`config.mk`:
```
export PLATFORM = sky130hd
export DESIGN_NAME = shortest_queue_work_stealing_dispatch
export DESIGN_NICKNAME = d
export VERILOG_FILES = /design/src/sv/sqwsd_pkg.sv /design/src/sv/shortest_queue_work_stealing_dispatch.sv /design/src/sv/sqwsd_ram.sv /design/src/sv/sqwsd_front.sv /design/src/sv/sqwsd_back.sv
export SDC_FILE = /design/constraint.sdc
export NUM_CORES = 1
export LEC_CHECK = 0
export ABC_AREA = 0
export BUFFER_PORTS_ARGS = -buffer_cell sky130_fd_sc_hd__buf_2
export CORE_MARGIN = 2
export CORE_UTILIZATION = 57
export DETAILED_ROUTE_END_ITERATION = 7
export PLACE_DENSITY = 0.72
export SKIP_LAST_GASP = 1
export SYNTH_ARGS = -nofsm -noshare
export SYNTH_HDL_FRONTEND = slang
export SYNTH_SLANG_ARGS = --single-unit
```
`constraint.sdc`:
```
create_clock -name i_clk -period 7.4 [get_ports i_clk]
set_clock_uncertainty 0.2 [all_clocks]
set_input_delay 0.74 -clock i_clk [delete_from_list [all_inputs] [get_ports i_clk]]
set_output_delay 0.74 -clock i_clk [all_outputs]
set_load 0.005 [all_outputs]
```
`src/sv/sqwsd_pkg.sv`:
```
// ----------------------------------------------------------------------------
// sqwsd_pkg
// Shared sizes, codes and helpers of the shortest-queue dispatcher.
// ----------------------------------------------------------------------------
package sqwsd_pkg;

    localparam int NUM_WORKERS = 4;
    localparam int QUEUE_DEPTH = 16;
    localparam int HANDLE_BITS = 10;

    // fixed field widths of the ports
    localparam int OP_W     = 2;
    localparam int WORKER_W = 2;
    localparam int TASK_W   = 10;
    localparam int STATUS_W = 2;
    localparam int QUEUE_W  = 2;
    localparam int ACTIVE_W = 3;

    localparam int W_BITS    = (NUM_WORKERS > 1) ? $clog2(NUM_WORKERS) : 1;
    localparam int ACT_BITS  = $clog2(NUM_WORKERS + 1);
    localparam int POS_BITS  = (QUEUE_DEPTH > 1) ? $clog2(QUEUE_DEPTH) : 1;
    localparam int CNT_BITS  = $clog2(QUEUE_DEPTH + 1);
    localparam int SLOTS     = NUM_WORKERS * QUEUE_DEPTH;
    localparam int ADDR_BITS = $clog2(SLOTS);

    localparam logic [ACTIVE_W-1:0] ACTIVE_RESET = ACTIVE_W'(4);

    typedef enum logic [OP_W-1:0] {
        OP_POST       = 2'd0,
        OP_POST_FRONT = 2'd1,
        OP_FETCH      = 2'd2
    } t_op;

    typedef enum logic [STATUS_W-1:0] {
        ST_DONE  = 2'd0,
        ST_EMPTY = 2'd1,
        ST_FULL  = 2'd2
    } t_status;

    typedef enum logic [1:0] {
        MEM_NONE  = 2'd0,
        MEM_WRITE = 2'd1,
        MEM_READ  = 2'd2
    } t_mem;

    typedef logic [HANDLE_BITS-1:0] t_handle;
    typedef logic [W_BITS-1:0]      t_qidx;
    typedef logic [POS_BITS-1:0]    t_pos;
    typedef logic [CNT_BITS-1:0]    t_cnt;
    typedef logic [ADDR_BITS-1:0]   t_addr;

    // one classified request, front to back
    typedef struct packed {
        t_status status;
        t_qidx   queue;
        t_addr   addr;
        t_mem    mem;
        logic    stolen;
        t_handle handle;
    } t_cmd;

    // one result word
    typedef struct packed {
        logic [STATUS_W-1:0] status;
        logic [QUEUE_W-1:0]  queue_used;
        logic [TASK_W-1:0]   task_out;
        logic                stolen;
    } t_result;

    function automatic t_pos pos_inc(t_pos p);
        return (int'(p) == QUEUE_DEPTH - 1) ? '0 : POS_BITS'(int'(p) + 1);
    endfunction

    function automatic t_pos pos_dec(t_pos p);
        return (p == '0) ? POS_BITS'(QUEUE_DEPTH - 1) : POS_BITS'(int'(p) - 1);
    endfunction

    // head plus an offset below the depth, wrapped once
    function automatic t_pos pos_add(t_pos head, t_cnt off);
        logic [POS_BITS:0] s;
        s = (POS_BITS+1)'(head) + (POS_BITS+1)'(off);
        if (s >= (POS_BITS+1)'(QUEUE_DEPTH)) begin
            s = s - (POS_BITS+1)'(QUEUE_DEPTH);
        end
        return POS_BITS'(s);
    endfunction

    function automatic t_addr slot_addr(t_qidx q, t_pos p);
        return ADDR_BITS'(int'(q) * QUEUE_DEPTH + int'(p));
    endfunction

endpackage

```
`src/sv/shortest_queue_work_stealing_dispatch.sv`:
```
// ----------------------------------------------------------------------------
// shortest_queue_work_stealing_dispatch
// Join-shortest-queue task dispatcher over per-worker work-stealing deques.
// ----------------------------------------------------------------------------
// Push a request word (op, worker, task handle) while full is low; one result
// word (status, queue used, task, stolen flag) comes out for every request,
// in order, through a two-word result queue read by pop while empty is low.
// The front end classifies a request in its accept cycle: it picks the
// shortest active queue for a plain post, the named queue for a directed
// post, and the own front or the first other non-empty active queue's back
// for a fetch, and updates heads and counts right away. A two-word command
// queue hands the slot access to the back end, which owns the task RAM. A
// post passes through the back end's run state alone; a fetch also needs
// its read state, set by the RAM's registered read, and blocks the next
// command until its word is queued. Posts thus sustain one word per cycle
// while the result queue has room. Slots hold their last written handle; no
// clearing pass runs after reset. Write active_workers through i_cfg_we only while idle.
// ----------------------------------------------------------------------------
module shortest_queue_work_stealing_dispatch (
    input  logic                           i_clk,
    input  logic                           i_rst_n,
    input  logic                           i_cfg_we,
    input  logic [sqwsd_pkg::ACTIVE_W-1:0] i_cfg_data,
    input  logic                           push,
    output logic                           full,
    input  logic [sqwsd_pkg::OP_W-1:0]     i_op,
    input  logic [sqwsd_pkg::WORKER_W-1:0] i_worker,
    input  logic [sqwsd_pkg::TASK_W-1:0]   i_task_handle,
    output logic                           empty,
    input  logic                           pop,
    output logic [sqwsd_pkg::STATUS_W-1:0] o_status,
    output logic [sqwsd_pkg::QUEUE_W-1:0]  o_queue_used,
    output logic [sqwsd_pkg::TASK_W-1:0]   o_task_out,
    output logic                           o_stolen
);
    import sqwsd_pkg::*;

    // command word between the two halves
    logic    cmd_valid;
    logic    cmd_pop;
    t_cmd    cmd;
    t_result result;

    // classify, track occupancy, hold the config register
    sqwsd_front u_front (
        .i_clk         (i_clk),
        .i_rst_n       (i_rst_n),
        .i_cfg_we      (i_cfg_we),
        .i_cfg_data    (i_cfg_data),
        .i_push        (push),
        .o_full        (full),
        .i_op          (i_op),
        .i_worker      (i_worker),
        .i_task_handle (i_task_handle),
        .o_cmd_valid   (cmd_valid),
        .o_cmd         (cmd),
        .i_cmd_pop     (cmd_pop)
    );

    // access the slots, build and queue result words
    sqwsd_back u_back (
        .i_clk       (i_clk),
        .i_rst_n     (i_rst_n),
        .i_cmd_valid (cmd_valid),
        .i_cmd       (cmd),
        .o_cmd_pop   (cmd_pop),
        .o_empty     (empty),
        .i_pop       (pop),
        .o_result    (result)
    );

    assign o_status     = result.status;
    assign o_queue_used = result.queue_used;
    assign o_task_out   = result.task_out;
    assign o_stolen     = result.stolen;

endmodule

```
`src/sv/sqwsd_ram.sv`:
```
// ----------------------------------------------------------------------------
// sqwsd_ram
// Generic single-write, single-read RAM with registered read data.
// ----------------------------------------------------------------------------
module sqwsd_ram #(
    parameter int WIDTH = 8,
    parameter int DEPTH = 16
) (
    input  logic                     i_clk,
    input  logic                     i_we,
    input  logic [$clog2(DEPTH)-1:0] i_waddr,
    input  logic [WIDTH-1:0]         i_wdata,
    input  logic                     i_re,
    input  logic [$clog2(DEPTH)-1:0] i_raddr,
    output logic [WIDTH-1:0]         o_rdata
);

    logic [WIDTH-1:0] r_mem [DEPTH];
    logic [WIDTH-1:0] r_rdata;

    always_ff @(posedge i_clk) begin
        if (i_we) begin
            r_mem[i_waddr] <= i_wdata;
        end
        if (i_re) begin
            r_rdata <= r_mem[i_raddr];
        end
    end

    assign o_rdata = r_rdata;

endmodule

```
`src/sv/sqwsd_front.sv`:
```
// ----------------------------------------------------------------------------
// sqwsd_front
// Classify requests, keep deque heads and counts, queue commands to the back.
// ----------------------------------------------------------------------------
module sqwsd_front (
    input  logic                          i_clk,
    input  logic                          i_rst_n,
    input  logic                          i_cfg_we,
    input  logic [sqwsd_pkg::ACTIVE_W-1:0] i_cfg_data,
    input  logic                          i_push,
    output logic                          o_full,
    input  logic [sqwsd_pkg::OP_W-1:0]     i_op,
    input  logic [sqwsd_pkg::WORKER_W-1:0] i_worker,
    input  logic [sqwsd_pkg::TASK_W-1:0]   i_task_handle,
    output logic                          o_cmd_valid,
    output sqwsd_pkg::t_cmd               o_cmd,
    input  logic                          i_cmd_pop
);
    import sqwsd_pkg::*;

    typedef struct packed {
        t_qidx q;
        logic  head_en;
        t_pos  head;
        logic  inc;
        logic  dec;
    } t_upd;

    logic [ACTIVE_W-1:0] r_active;
    t_pos                r_head  [NUM_WORKERS];
    t_cnt                r_count [NUM_WORKERS];

    t_cmd       r_fifo [2];
    logic       r_wp;
    logic       r_rp;
    logic [1:0] r_cnt;

    t_qidx              w;
    logic [ACT_BITS-1:0] act;
    t_qidx              best;
    t_qidx              victim;
    logic               found;
    t_cmd               n_cmd;
    t_upd               upd;
    logic               accept;
    t_pos               tgt_pos;

    assign o_full      = (r_cnt == 2'd2);
    assign accept      = i_push && !o_full;
    assign o_cmd_valid = (r_cnt != 2'd0);
    assign o_cmd       = r_fifo[r_rp];

    // worker modulo the queue count, and the live queue count clamped
    always_comb begin
        if (int'(i_worker) >= NUM_WORKERS) begin
            w = W_BITS'(int'(i_worker) - NUM_WORKERS);
        end else begin
            w = W_BITS'(i_worker);
        end
        if (r_active == '0) begin
            act = ACT_BITS'(1);
        end else if (int'(r_active) > NUM_WORKERS) begin
            act = ACT_BITS'(NUM_WORKERS);
        end else begin
            act = ACT_BITS'(r_active);
        end
    end

    // shortest active queue, first one wins a tie
    always_comb begin
        best = '0;
        for (int i = 1; i < NUM_WORKERS; i++) begin
            if (i < int'(act) && r_count[i] < r_count[best]) begin
                best = W_BITS'(i);
            end
        end
    end

    // first non-empty active queue other than the requester's
    always_comb begin
        found  = 1'b0;
        victim = '0;
        for (int i = 0; i < NUM_WORKERS; i++) begin
            if (!found && i < int'(act) && W_BITS'(i) != w && r_count[i] != '0) begin
                found  = 1'b1;
                victim = W_BITS'(i);
            end
        end
    end

    always_comb begin
        n_cmd.status = ST_DONE;
        n_cmd.queue  = w;
        n_cmd.addr   = '0;
        n_cmd.mem    = MEM_NONE;
        n_cmd.stolen = 1'b0;
        n_cmd.handle = HANDLE_BITS'(i_task_handle);
        upd.q        = w;
        upd.head_en  = 1'b0;
        upd.head     = r_head[w];
        upd.inc      = 1'b0;
        upd.dec      = 1'b0;
        tgt_pos      = '0;
        unique case (i_op)
            OP_POST: begin
                n_cmd.queue = best;
                upd.q       = best;
                if (int'(r_count[best]) >= QUEUE_DEPTH) begin
                    n_cmd.status = ST_FULL;
                end else begin
                    tgt_pos    = pos_add(r_head[best], r_count[best]);
                    n_cmd.addr = slot_addr(best, tgt_pos);
                    n_cmd.mem  = MEM_WRITE;
                    upd.inc    = 1'b1;
                end
            end
            OP_POST_FRONT: begin
                if (int'(r_count[w]) >= QUEUE_DEPTH) begin
                    n_cmd.status = ST_FULL;
                end else begin
                    tgt_pos     = pos_dec(r_head[w]);
                    n_cmd.addr  = slot_addr(w, tgt_pos);
                    n_cmd.mem   = MEM_WRITE;
                    upd.head_en = 1'b1;
                    upd.head    = tgt_pos;
                    upd.inc     = 1'b1;
                end
            end
            default: begin
                if (r_count[w] != '0) begin
                    n_cmd.addr  = slot_addr(w, r_head[w]);
                    n_cmd.mem   = MEM_READ;
                    upd.head_en = 1'b1;
                    upd.head    = pos_inc(r_head[w]);
                    upd.dec     = 1'b1;
                end else if (found) begin
                    tgt_pos      = pos_add(r_head[victim], r_count[victim] - CNT_BITS'(1));
                    n_cmd.queue  = victim;
                    n_cmd.addr   = slot_addr(victim, tgt_pos);
                    n_cmd.mem    = MEM_READ;
                    n_cmd.stolen = 1'b1;
                    upd.q        = victim;
                    upd.dec      = 1'b1;
                end else begin
                    n_cmd.status = ST_EMPTY;
                end
            end
        endcase
    end

    always_ff @(posedge i_clk) begin
        if (!i_rst_n) begin
            r_active <= ACTIVE_RESET;
            r_wp     <= 1'b0;
            r_rp     <= 1'b0;
            r_cnt    <= 2'd0;
            for (int i = 0; i < NUM_WORKERS; i++) begin
                r_head[i]  <= '0;
                r_count[i] <= '0;
            end
        end else begin
            if (i_cfg_we) begin
                r_active <= i_cfg_data;
            end
            if (accept) begin
                r_fifo[r_wp] <= n_cmd;
                r_wp         <= ~r_wp;
                if (upd.head_en) begin
                    r_head[upd.q] <= upd.head;
                end
                if (upd.inc) begin
                    r_count[upd.q] <= r_count[upd.q] + CNT_BITS'(1);
                end else if (upd.dec) begin
                    r_count[upd.q] <= r_count[upd.q] - CNT_BITS'(1);
                end
            end
            if (i_cmd_pop) begin
                r_rp <= ~r_rp;
            end
            r_cnt <= r_cnt + {1'b0, accept} - {1'b0, i_cmd_pop};
        end
    end

endmodule

```
`src/sv/sqwsd_back.sv`:
```
// ----------------------------------------------------------------------------
// sqwsd_back
// Execute slot writes and reads on the task RAM, queue result words.
// ----------------------------------------------------------------------------
module sqwsd_back (
    input  logic                         i_clk,
    input  logic                         i_rst_n,
    input  logic                         i_cmd_valid,
    input  sqwsd_pkg::t_cmd              i_cmd,
    output logic                         o_cmd_pop,
    output logic                         o_empty,
    input  logic                         i_pop,
    output sqwsd_pkg::t_result           o_result
);
    import sqwsd_pkg::*;

    typedef enum logic {
        S_RUN  = 1'b0,
        S_READ = 1'b1
    } t_state;

    t_state  r_state, n_state;
    t_cmd    r_pend, n_pend;
    t_result r_res [2];
    logic    r_wp;
    logic    r_rp;
    logic [1:0] r_res_cnt;

    logic    ram_we;
    logic    ram_re;
    t_handle ram_rdata;
    logic    res_push;
    logic    res_pop;
    t_result res_word;

    sqwsd_ram #(
        .WIDTH (HANDLE_BITS),
        .DEPTH (SLOTS)
    ) u_slots (
        .i_clk   (i_clk),
        .i_we    (ram_we),
        .i_waddr (i_cmd.addr),
        .i_wdata (i_cmd.handle),
        .i_re    (ram_re),
        .i_raddr (i_cmd.addr),
        .o_rdata (ram_rdata)
    );

    assign o_empty  = (r_res_cnt == 2'd0);
    assign res_pop  = i_pop && !o_empty;
    assign o_result = r_res[r_rp];

    always_comb begin
        n_state   = r_state;
        n_pend    = r_pend;
        o_cmd_pop = 1'b0;
        ram_we    = 1'b0;
        ram_re    = 1'b0;
        res_push  = 1'b0;
        res_word.status     = i_cmd.status;
        res_word.queue_used = QUEUE_W'(i_cmd.queue);
        res_word.task_out   = '0;
        res_word.stolen     = i_cmd.stolen;
        unique case (r_state)
            S_RUN: begin
                if (i_cmd_valid && r_res_cnt != 2'd2) begin
                    o_cmd_pop = 1'b1;
                    unique case (i_cmd.mem)
                        MEM_READ: begin
                            ram_re  = 1'b1;
                            n_pend  = i_cmd;
                            n_state = S_READ;
                        end
                        MEM_WRITE: begin
                            ram_we   = 1'b1;
                            res_push = 1'b1;
                        end
                        default: begin
                            res_push = 1'b1;
                        end
                    endcase
                end
            end
            S_READ: begin
                // return the slot read last cycle
                res_push            = 1'b1;
                res_word.status     = r_pend.status;
                res_word.queue_used = QUEUE_W'(r_pend.queue);
                res_word.task_out   = TASK_W'(ram_rdata);
                res_word.stolen     = r_pend.stolen;
                n_state             = S_RUN;
            end
            default: begin
                n_state = S_RUN;
            end
        endcase
    end

    always_ff @(posedge i_clk) begin
        if (!i_rst_n) begin
            r_state   <= S_RUN;
            r_wp      <= 1'b0;
            r_rp      <= 1'b0;
            r_res_cnt <= 2'd0;
        end else begin
            r_state <= n_state;
            r_pend  <= n_pend;
            if (res_push) begin
                r_res[r_wp] <= res_word;
                r_wp        <= ~r_wp;
            end
            if (res_pop) begin
                r_rp <= ~r_rp;
            end
            r_res_cnt <= r_res_cnt + {1'b0, res_push} - {1'b0, res_pop};
        end
    end

    a_res_bound: assert property (@(posedge i_clk) disable iff (!i_rst_n)
        r_res_cnt != 2'd3)
        else $error("result queue overflow");

    a_read_follows: assert property (@(posedge i_clk) disable iff (!i_rst_n)
        (r_state == S_READ) |-> $past(ram_re))
        else $error("read state without a RAM read");

    a_read_room: assert property (@(posedge i_clk) disable iff (!i_rst_n)
        ram_re |=> (r_res_cnt != 2'd2))
        else $error("no room for pending read word");

endmodule
```
## Word-level counts from Yosys, hierarchy flattened

Memories as Yosys holds them, arrays and structs flattened. A register that Yosys moved wholly into a read port is not among the register bits.
Index checks and enable logic that the tools add are counted.

| cells by class | value |
|---|---|
| $add $sub $neg | 17 |
| $mul | 0 |
| div/mod/pow operators | 0 |
| $lt $le $gt $ge | 12 |
| eq/ne operators | 9 |
| shifts and indexed selects | 0 |
| muxes and demuxes | 91 |
| bitwise gates (word level) | 6 |
| reduce and logical (&&, ||, !) cells | 37 |

Operators with widths:

| kind | count |
|---|---|
| 1-bit two-way mux | 51 |
| 4-bit two-way mux | 11 |
| 5-bit nonzero test | 5 |
| 6-bit by 4-bit adder with 6-bit output | 4 |
| 8-bit two-way mux | 3 |
| 5-bit greater-or-equal comparator, second input constant | 4 |
| 2-bit two-way mux | 10 |
| 1-bit logical AND | 17 |
| 8-bit case mux with 2 select lines | 1 |
| 5-bit less-than comparator | 3 |
| 15-bit two-way mux | 1 |
| 5-bit two-way mux | 3 |
| 2-bit case mux with 2 select lines | 3 |
| 4-bit by 1-bit subtractor with 4-bit output, second input constant | 3 |
| 11-bit two-way mux | 1 |
| 4-bit by 5-bit adder with 5-bit output | 2 |
| 5-bit case mux with 2 select lines | 1 |
| 5-bit by 1-bit subtractor with 5-bit output, second input constant | 2 |
| 1-bit by 3-bit less-than comparator with 1-bit output, first input constant | 2 |
| 2-bit by 3-bit less-than comparator with 1-bit output, first input constant | 2 |
| 3-bit two-way mux | 2 |
| 6-bit two-way mux | 1 |
| 1-bit case mux with 2 select lines | 3 |
| 5-bit by 1-bit adder with 5-bit output, second input constant | 1 |
| other kinds (21) | 36 |

| word-level totals | value |
|---|---|
| flip-flop bits (word level) | 17 |
| bits in latches | 0 |
| memory bits (writable) | 752 |
| bits in read-only memories | 0 |
| output and inout port bits | 17 |
| word-level logic and storage cells | 188 |
| memories kept | 5 |

Memory list:

| name | depth | bits a word | rd ports | clocked after Yosys merged registers in | write ports | line | RTL |
|---|---|---|---|---|---|---|---|
| u_back.u_slots.r_mem | 64 | 10 | 1 | 1 | 1 | sqwsd_ram.sv:18 | `logic [WIDTH-1:0] r_mem [DEPTH];` |
| u_front.r_fifo | 2 | 23 | 1 | 1 | 1 | sqwsd_front.sv:33 | `t_cmd r_fifo [2];` |
| u_back.r_res | 2 | 15 | 1 | 1 | 1 | sqwsd_back.sv:24 | `t_result r_res [2];` |
| u_front.r_count | 4 | 5 | 10 | 0 | 4 | sqwsd_front.sv:31 | `t_cnt r_count [NUM_WORKERS];` |
| u_front.r_head | 4 | 4 | 3 | 0 | 4 | sqwsd_front.sv:30 | `t_pos r_head [NUM_WORKERS];` |

## Longest topological paths before layout

Gate-level depths: netlist (run 1).
An unclocked memory read counts as a cell.

| logic depth | value |
|---|---|
| depth in word-level cells | 34 |
| depth in mapped cells | 31 |
| gate-level depth less buffers | 30 |

## Hierarchy

A second synthesis (run 1) with hierarchy kept.

| second synthesis, totals | value |
|---|---|
| cell total of the unflattened synthesis | 1769 |
| area total of the unflattened synthesis | 32792.7 um^2 |

By module, submodules not included:

| module | times used | cells an instance | area an instance (um^2) | sequential area each (um^2) |
|---|---|---|---|---|
| sqwsd_ram | 1 | 1118 | 25201.7 | 19518.7 |
| sqwsd_front | 1 | 542 | 5833.1 | 2622.5 |
| sqwsd_back | 1 | 109 | 1757.9 | 1171.1 |

## Worst setup path before layout (run 1)

Ideal clock, no wire load.

| timing | value |
|---|---|
| path type | register to register |
| start | mem u_front.r_count[1][1] in the netlist's numbering |
| end | mem u_front.r_count[0][4] in the netlist's numbering, data pin |
| setup time | 0.264 ns |
| arrival time | 6.596 ns |
| data required time | 6.936 ns |
| slack | 0.340 ns |
| cell stages (with the launch flop) | 28 |
| path through | edfxtp_1 -> ha_1 -> a21o_1 -> a21oi_1 -> o21ai_0 -> nand2_1 -> a21boi_0 -> ha_1 -> a211o_1 -> a2111oi_0 -> a21oi_1 -> clkbuf_1 -> a21o_1 -> ha_1 -> a211oi_1 -> o21ai_0 -> o22ai_1 -> a21oi_1 -> a2111oi_4 -> buf_2 -> mux2_2 -> fa_1 -> inv_1 -> a21o_1 -> a21oi_1 -> xor2_1 -> xnor2_1 -> nor2_1 |

RTL lines:

| what | line |
|---|---|
| from (decl) | sqwsd_front.sv:31 |

==> results of run 1 <==
## critical path, delay by kind of cell (launching register included)
family,cells,cell delay (ns)
buffers and inverters,4,0.67
AO/OA/AOI/OAI,15,3.08
AND/OR/NAND/NOR,4,0.34
adder cells (fa/ha/maj),4,1.26
flip-flops,1,0.39
multiplexers,1,0.37
XOR/XNOR,2,0.41
## power by group
part	total, mW	switching [mW]	internal [mW]
Combinational	2.47	1.70	0.764
Clock	3.69	1.64	2.05
Sequential	5.34	0.0845	5.26
Total	11.5	3.43	8.07
## worst paths after layout
kind                                                 from                     to  slack [ns]
worst max register to register      u_front.r_count[1][1]  u_front.r_count[2][4]        0.43
worst max-delay path                u_front.r_count[1][1]  u_front.r_count[2][4]        0.43
worst min-delay path                     i_task_handle[7]   u_front.r_fifo[0][7]        0.09
worst min register to register  u_back.u_slots.o_rdata[2]     u_back.r_res[0][3]        0.35
## logic make-up (layout without fill, tap and decap cells)
group                    Yosys count  after routing  share of synthesized area, %
buffers and inverters            149            262                         1.834
AO/OA/AOI/OAI                    549            549                         13.31
XOR/XNOR                          19             19                        0.5348
multiplexers                      82             82                         3.060
flip-flops                       781            781                         74.92
adder cells (fa/ha/maj)           31             31                         1.319
AND/OR/NAND/NOR                  336            336                         5.018
## cells in the final DEF, fill, tap and decap left out, types with 9 or more instances in the layout
cell type  instances
a21oi_1           49
a221oi_1          38
a222oi_1          22
a22o_1            42
a22oi_1          210
a31oi_1           30
a41oi_1           24
and2_1            25
buf_2             38
buf_4             42
clkbuf_1          17
clkbuf_16         76
clkinv_1          14
clkinv_2          15
dfxtp_1           14
edfxtp_1         767
ha_1              28
inv_1             41
mux2_2            45
mux2i_1           29
nand2_1           82
nand2b_1          14
nand3_1           14
nand4_1           14
nor2_1           126
nor2b_1            9
nor4_1            11
o21ai_0           45
o22ai_1           11
xnor2_1           11
## final cells by class
type / instances / area share (%)
clock buffers: 96 / 5.802
inverters: 42 / 0.4557
repair buffers: 84 / 1.693
multi-input cells: 1017 / 21.16
flip-flops and latches: 781 / 67.39
well taps: 696 / 2.517
clock inverters: 40 / 0.9802
## state kept, by name, summed over array words and instances (netlist names), 2 cells and up, named ones only
signal,count
u_back.u_slots.o_rdata,10
u_back.r_res,30
u_front.r_fifo,46
u_back.r_res_cnt,2
u_front.r_cnt,2
u_back.r_pend,5
u_back.u_slots.r_mem,640
u_front.r_active,3
u_front.r_head,16
u_front.r_count,20
## metrics by stage
stage	std cells	hold WS, ns	worst slack (ns)	TNS, ns
finish	2756	0.09130	0.4341	0
floorplan	1947	0.3044	0.3398	0
global route	2756	0.06901	0.01071	0
CTS	2755	0.05495	0.09898	0
global placement	2618	0.3237	0.2132	0
detailed placement	2618	0.3396	-0.003433	-0.005320
## metal layers
layer / vias to the layer above / GRT usage [%]
met4: 2 / 9.796
met1: 9454 / 40.84
met3: 166 / 6.016
met5: - / 0
li1: 8036 / -
met2: 1222 / 45.58
## repair_timing
item                                    4_1_cts  5_1_grt
pin swaps                                     1        1
endpoints found under the setup margin        8       12
setup buffers                                 1        1
gates resized for setup                       1        9
==> reports/qor.txt, run 1 <==
Status: completed
Initial Util: 57.71%
Asr flop ratio synth: 0%
Max Fclk: 143.6 MHz
IO Port Bufs: 38
Vias per cell: 6.851
Antenna diode count: 0
Initial antenna violation count: 1
Power per cell area: 332.3 nW/um^2
Req. time, crit path: 7.58 ns
Met3 WL: 8981 um
Crit path kind: register to register
Layout cells sized above 1: 13.16%
CTS clk-pin slew, worst paths: 0.06 ns
CP dominant cell by count: a21oi_1
Nets: 2055
Area contributors post-synth: edfxtp_1 74%, a22oi_1 5.1%, mux2_2 1.6%
Worst VDD drop: 0.2041 mV
CTS buffer count: 76
Routed Antenna Nets: 0
Top cell type by total area after synthesis: edfxtp_1
Hold buffer count at CTS: 0
Dominant synthesized flop cell: edfxtp_1
Power consumption: 11.50 mW
Cell area after layout: 34590 um^2
Finish-stage setup viols: 0
H-tree levels: 3
Yosys warns: 0
Hold Vio Cnt, Final: 0
Crit-path slowest cell: fa_1
Fin crit share: 94.13%
R2R cell count: 30
Sequential cell area: 23310 um^2
Top layer in use: met5
CTS max path bufs: 3
1st-pass router iterations: 7
Synth-to-Final Area Change: 11.17%
Met2 WL post-DR: 37850 um
Root Driver: clkbuf_16
GPL Wtd Cong: 0.9159
Area of the multi-input gates: 7320 um^2
GRT Util Overall: 28.98%
Mapped Avg Cell Area: 15.98 um^2
Initial DRC Count: 2656
Row cnt: 85
Worst setup SP type: register
Hold Path Class: input port to register
Count of cell types in the netlist: 74
Clock Latency Late Sink: 0.65 ns
Synthesized cell area: 31110 um^2
Syn_nets: 2000
Total gr overflow: 0
Post-Route Utilization: 64.15%
Core area: 53920 um^2
Final Critical Period: 6.966 ns
Most common cell in the netlist: edfxtp_1
# DRC: 0
Number of synthesized register bits: 781
Global-route wire length before repair: 119900 um
Placed Area: 32200 um^2
Post-Route M1 WL: 31920 um
DR WL/cell: 29.58 um
Sequential cell area fraction in the yosys report: 74.92%
Synth top area share: 74.02%
Hpwl dp: 47610 um
Leak: 11.10 nW
Die Y-Extent: 237.6 um
Number of flops mapped to enable cells by yosys: 767
Filler cells: 3735
Worst Max-Slew Pin Slew: 1.455 ns
Hold Path Depth: 1
CP max stage delay: 0.44 ns
Chip width: 237.6 um
Max Slew Vio Count: 0
Critical path fanouts, max: 15
Unrepaired setup endpoints after global routing: no
CTS tree: built
Sink Count: 781
Crit. End Element: register
Post-synth top cells: 767 x edfxtp_1, 210 x a22oi_1, 131 x nor2_1
Die area: 56470 um^2
Max-cap violation count: 0
CP arrival: 7.15 ns
Relative slew slack: 2.276%
Vias in the first global route: 18570
Vias: 18880
Io pins: 39
Largest net degree at the start of global routing: 66
Final wirelength: 81510 um
Synth Instances: 1947
Note: power is estimated with default switching activity, not from simulation.
==> inputs of run 2 (changes only) <==
--- a/config.mk
+++ b/config.mk
@@ -8,9 +8,9 @@
 export ABC_AREA = 0
 export BUFFER_PORTS_ARGS = -buffer_cell sky130_fd_sc_hd__buf_2
 export CORE_MARGIN = 2
-export CORE_UTILIZATION = 57
+export CORE_UTILIZATION = 30
 export DETAILED_ROUTE_END_ITERATION = 7
-export PLACE_DENSITY = 0.72
+export PLACE_DENSITY = 0.41
 export SKIP_LAST_GASP = 1
 export SYNTH_ARGS = -nofsm -noshare
 export SYNTH_HDL_FRONTEND = slang
==> run 2 against run 1 <==
Compared with the run above:
- routed wire length grew 19%
- sequential power is essentially flat
- cell count grew 28%
- global-route usage shrank 11 points
- core utilization shrank 29 points
- critical endpoint is now u_front.r_count[1][4]
- maximum frequency grew 0.65%
- design area grew 5.3%
- total power grew 6.5%
- setup slack gained 0.045 ns
- register-to-register slack gained 0.05 ns
- flip-flop and latch count is the same
- count of clock-buffer cells in the layout grew 17
- largest power group unchanged
==> reports/qor.txt, run 2 (synthesized netlist as in run 1, its figures left out) <==
Initial DRC Count: 1845 (-31%)
Die area: 106300 um^2 (+88%)
Worst VDD drop: 0.1897 mV (-7.1%)
Hold buffer count at CTS: 0 (unchanged)
Hold Path Class: input port to register
Max Slew Vio Count: 0 (unchanged)
Worst Max-Slew Pin Slew: 1.290 ns (-0.1645 ns)
Power per cell area: 336.1 nW/um^2 (+1.1%)
Max-cap violation count: 0 (unchanged)
CTS max path bufs: 3 (unchanged)
Crit path kind: register to register
Initial Util: 30.15% (-28 points)
Sequential cell area: 23310 um^2 (unchanged)
Root Driver: clkbuf_16
Largest net degree at the start of global routing: 65 (-1.5%)
Setup slack after layout: 0.4792 ns (+0.04512 ns)
Max Fclk: 144.5 MHz (+0.65%)
Core area: 103200 um^2 (+91%)
Vias in the first global route: 18930 (+1.9%)
Worst Hold Path EP: u_front.r_fifo[0][8]
Hpwl dp: 57350 um (+20%)
Setup crit start: u_front.r_count[1][1]
CTS buffer count: 89 (+17%)
Unrepaired setup endpoints after global routing: no
Setup TNS: 0 ns (unchanged)
Hold Slack: 0.1037 ns (+0.01238 ns)
Crit-path slowest cell: a2111oi_4
Crit. End Element: register
CP max stage delay: 0.48 ns (+0.04 ns)
Global-route wire length before repair: 139000 um (+16%)
Req. time, crit path: 7.57 ns (about the same)
Relative slew slack: 13.33% (+11 points)
Post-Route Utilization: 35.28% (-29 points)
Placed Area: 33490 um^2 (+4.0%)
Cell area after layout: 36410 um^2 (+5.3%)
# DRC: 0 (unchanged)
Layout cells sized above 1: 15.94% (+2.8 points)
Chip width: 326.1 um (+37%)
Filler cells: 9818 (+160%)
Final Critical Period: 6.921 ns (-0.04512 ns)
Status: completed
CP arrival: 7.09 ns (-0.06 ns)
Sink Count: 781 (unchanged)
Max reg flops: 640 (unchanged)
Nets: 2124 (+3.4%)
Initial antenna violation count: 5 (+4)
Io pins: 39 (unchanged)
Die Y-Extent: 326.1 um (+37%)
CTS clk-pin slew, worst paths: 0.06 ns (about the same)
Finish-stage setup viols: 0 (unchanged)
Vias: 18530 (-1.9%)
Final wirelength: 97140 um (+19%)
Placed Instances: 3358 (+28%)
Most common cell after layout, fill and taps aside: edfxtp_1
Critical R2R Capture: u_front.r_count[1][4]
Power consumption: 12.24 mW (+6.5%)
GRT Util Overall: 18.03% (-11 points)
Total gr overflow: 0 (unchanged)
GPL Wtd Cong: 0.8408 (-8.2%)
Fin crit share: 93.52% (-0.61 points)
Biggest regs: u_back.u_slots.r_mem: 640 flops, u_front.r_fifo: 46 flops, u_back.r_res: 30 flops
Hold Vio Cnt, Final: 0 (unchanged)
Clock Latency Late Sink: 0.65 ns (about the same)
IO Port Bufs: 38 (unchanged)
Critical path fanouts, max: 15 (unchanged)
Hold path start: i_task_handle[8]
Worst R2R Start: u_front.r_count[1][1]
Synth-to-Final Area Change: 17.02%
Leak: 11.63 nW (+4.8%)
Reg2Reg Setup Slack: 0.48 ns (+0.05 ns)
H-tree levels: 3 (unchanged)
R2R cell count: 28 (-6.7%)
Biggest register: u_back.u_slots.r_mem
Hold Path Depth: 1 (unchanged)
Row cnt: 118 (+39%)
DR WL/cell: 27.55 um (-6.8%)
Vias per cell: 5.254 (-23%)
Post-Layout Cell Count: 3526 (+28%)
Worst slack, placed: -0.3482 ns (-0.3447 ns)
Most frequent cells in the layout: 767 x edfxtp_1, 210 x a22oi_1, 126 x nor2_1
Area of the multi-input gates: 7350 um^2 (+0.41%)
Worst setup SP type: register
Routed Antenna Nets: 0 (unchanged)
CTS tree: built
1st-pass router iterations: 6 (-1)
## run 2: layout make-up
type	instances	area share, %
multi-input cells	1017	20.18
inverters	42	0.4330
clock inverters	52	1.268
well taps	1380	4.742
diodes	1	0.006873
repair buffers	140	2.773
clock buffers	113	6.567
flip-flops and latches	781	64.03
## run 2: how the worst max path moves through the flow
stage	to	slack, ns	cells past startpoint
finish	u_front.r_count[1][4]	0.48	28
global route	u_front.r_count[0][4]	0.01	29
CTS	u_front.r_count[1][4]	0.08	29
detailed placement	u_front.r_count[1][4]	-0.35	30
global placement	u_front.r_count[0][4]	-0.18	27
floorplan	u_front.r_count[0][4]	0.34	27
## run 2: per-layer routing
| metal | vias to the layer above | global-route usage (%) | wire, um |
|---|---|---|---|
| met1 | 9595 | 25.02 | 43340 |
| met5 | - | 0 | 46 |
| met2 | 588 | 28.67 | 45490 |
| met4 | 6 | 5.630 | 2790 |
| met3 | 145 | 3.264 | 5479 |
| li1 | 8193 | - | - |
## run 2: power by group
part / total, mW / internal, mW / switching [mW]
clock network: 4.29 / 2.48 / 1.81
registers: 5.34 / 5.26 / 0.0865
logic: 2.60 / 0.788 / 1.82
total: 12.2 / 8.52 / 3.72
## run 2: critical path, delay by kind of cell, from the launching register on
kind / cells / cell delay, ns
AOI/OAI and AO/OA: 14 / 2.82
xor gates and xnor gates: 2 / 0.49
adders and majority gates: 4 / 1.28
buffers and inverters: 2 / 0.30
DFF: 1 / 0.40
muxes: 1 / 0.36
and+or+nand+nor: 5 / 0.80
## run 2: repair_timing
item,CTS,global route
buffers inserted,0,2
gates resized for setup,3,10
gates cloned,0,0
setup endpoints to repair,8,13
pin swaps,1,3
==> inputs of run 3 (changes only) <==
==> constraint.sdc (replaced) <==
create_clock -name i_clk -period 5.6 [get_ports i_clk]
set_clock_uncertainty 0.2 [all_clocks]
set_input_delay 0.56 -clock i_clk [delete_from_list [all_inputs] [get_ports i_clk]]
set_output_delay 0.56 -clock i_clk [all_outputs]
set_load 0.005 [all_outputs]
==> run 3 against run 2 <==
Compared with the run above:
- flip-flop and latch count unchanged
- worst hold slack worse by 0.045 ns
- die area unchanged
- critical path depth up 2
- cell count up 5.8%
- routed wire length up 4.4%
- non-clock buffer count up 209
- the run now ends with negative setup slack left
- largest cell class unchanged
==> reports/qor.txt, run 3 (synthesized netlist as in run 1, its figures left out) <==
Status: finished, violations left
Failing checks: negative setup slack
Io pins: 39 (unchanged)
Post-Layout Cell Count: 3731 (+5.8%)
Sw Ratio: 30.48% (+0.11 points)
Worst VDD drop: 0.2464 mV (+30%)
CTS tree: built
Synth-to-Final Area Change: 24.65%
Hold Slack: 0.05827 ns (-0.04541 ns)
Max-cap violation count: 0 (unchanged)
Worst setup SP type: register
Biggest regs: u_back.u_slots.r_mem: 640 flops, u_front.r_fifo: 46 flops, u_back.r_res: 30 flops
Layout cells sized above 1: 27.11% (+11 points)
Unrepaired setup endpoints after global routing: yes
CP bufs+invs: 4 (+2)
Post-Route Utilization: 37.58% (+2.3 points)
Hold Path Class: input port to register
Fin crit share: 111.4% (+18 points)
Setup slack after layout: -0.6379 ns (-1.117 ns)
Power per cell area: 440.5 nW/um^2 (+31%)
Vias per cell: 5.292 (+0.71%)
Crit-path slowest cell: a2111oi_4
Placed Instances: 3489 (+3.9%)
Leak: 12.79 nW (+9.9%)
Worst slack, placed: -0.7594 ns (-0.4112 ns)
Nets: 2332 (+9.8%)
Hold Vio Cnt, Final: 0 (unchanged)
Final wirelength: 101400 um (+4.4%)
Placed Area: 34540 um^2 (+3.1%)
Crit path kind: register to register
Largest net degree at the start of global routing: 65 (unchanged)
Sw power: 5.207 mW (+40%)
Max reg flops: 640 (unchanged)
CP arrival: 6.42 ns (-0.67 ns)
1st-pass router iterations: 6 (unchanged)
DR WL/cell: 27.18 um (-1.3%)
Max Slew Vio Count: 0 (unchanged)
Final Critical Period: 6.238 ns (-0.6828 ns)
Critical path fanouts, max: 5 (-10)
GRT Util Overall: 18.60% (+0.57 points)
Biggest register: u_back.u_slots.r_mem
Routed Antenna Nets: 0 (unchanged)
Initial DRC Count: 1952 (+5.8%)
Chip width: 326.1 um (unchanged)
Vias in the first global route: 19550 (+3.3%)
Sink Count: 781 (unchanged)
Die Y-Extent: 326.1 um (unchanged)
Crit. End Element: register
Clock power share: 33.4% (-1.7 points)
Die area: 106300 um^2 (unchanged)
Finish-stage setup viols: 49 (+49)
Power share of the combinational group: 25.3% (+4.0 points)
Req. time, crit path: 5.78 ns (-1.79 ns)
Global-route wire length before repair: 143500 um (+3.3%)
Most common cell after layout, fill and taps aside: edfxtp_1
Initial antenna violation count: 0 (-5)
Core area: 103200 um^2 (unchanged)
Cell area after layout: 38780 um^2 (+6.5%)
Hpwl dp: 62800 um (+9.5%)
Total gr overflow: 0 (unchanged)
Row cnt: 118 (unchanged)
H-tree levels: 3 (unchanged)
CTS buffer count: 88 (-1.1%)
Root Driver: clkbuf_16
Register share of total power: 41.3% (-2.4 points)
Setup TNS: -16.32 ns (-16.32 ns)
GPL Wtd Cong: 0.8544 (+1.6%)
# DRC: 0 (unchanged)
Power consumption: 17.08 mW (+40%)
Internal power: 11.88 mW (+39%)
Max Fclk: 160.3 MHz (+11%)
Worst Max-Slew Pin Slew: 1.282 ns (-0.008355 ns)
CP max stage delay: 0.46 ns (-0.02 ns)
Vias: 19740 (+6.6%)
Relative slew slack: 14.23% (+0.90 points)
CTS clk-pin slew, worst paths: 0.06 ns (about the same)
CTS max path bufs: 3 (unchanged)
IO Port Bufs: 38 (unchanged)
Kind of cell adding the most delay to the critical path: compound AO/OA/AOI/OAI gates
Initial Util: 30.15% (unchanged)
Most frequent cells in the layout: 767 x edfxtp_1, 267 x buf_4, 209 x a22oi_1
Clock Latency Late Sink: 0.65 ns (about the same)
Filler cells: 9603 (-2.2%)
==> run 3: cell count changes in the layout (fill, tap and decap cells not counted), sizes merged <==
cell,change
buf,+193
dlygate4sd3,+15
bufinv,+3
clkbuf,-3
clkinv,-2
inv,-1
==> run 3: power groups by stage <==
stage / Clock (mW) / Combinational [mW] / Sequential [mW]
2_1_floorplan: 0 / 1.98 / 7.11
3_3_place_gp: 0 / 3.73 / 7.17
3_5_place_dp: 0 / 3.76 / 7.17
4_1_cts: 5.84 / 3.98 / 7.05
5_1_grt: 6.04 / 4.59 / 7.07
6_report: 5.70 / 4.32 / 7.06
==> run 3: final cells by class <==
class | instances | area [um^2] | area share [%]
diodes | 1 | 2.502 | 0.006452
clock buffers | 109 | 2332 | 6.014
clock inverters | 52 | 530.5 | 1.368
inverters | 42 | 160.2 | 0.4129
multi-input cells | 1017 | 7978 | 20.57
flip-flops and latches | 781 | 23310 | 60.11
well taps | 1380 | 1727 | 4.452
repair buffers | 349 | 2741 | 7.068
==> run 3: final timing paths <==
kind / start / endpoint / slack [ns] / cells after the start
setup reg to reg: u_front.r_count[1][1] / u_front.r_count[3][4] / -0.64 / 30
hold / removal: i_cfg_we / u_front.r_active[1] / 0.06 / 3
hold reg to reg: u_back.r_rp / u_back.r_rp / 0.34 / 2
setup / recovery: u_front.r_count[1][1] / u_front.r_count[3][4] / -0.64 / 30
==> run 3: what timing repair did <==
| item | in CTS | in global routing |
|---|---|---|
| pin swaps | 26 | 63 |
| setup buffers | 52 | 26 |
| resized for setup | 49 | 113 |
| cloned | 0 | 1 |
| hold buffers | 15 | 0 |
| endpoints found under the setup margin | 56 | 74 |
| endpoints found under the hold margin | 23 | 0 |
==> run 3: metal layers <==
metal	vias up	track usage [%]	routed length [um]
li1	8604	-	-
met1	10300	26.42	45690
met2	686	29.59	47230
met3	156	2.600	5587
met4	0	5.510	2900
met5	-	0	0
==> run 3: tightest hold or removal path, stage by stage <==
cell and delay, ns:
buf_2 0.12, mux2i_1 0.08, nor2b_1 0.11
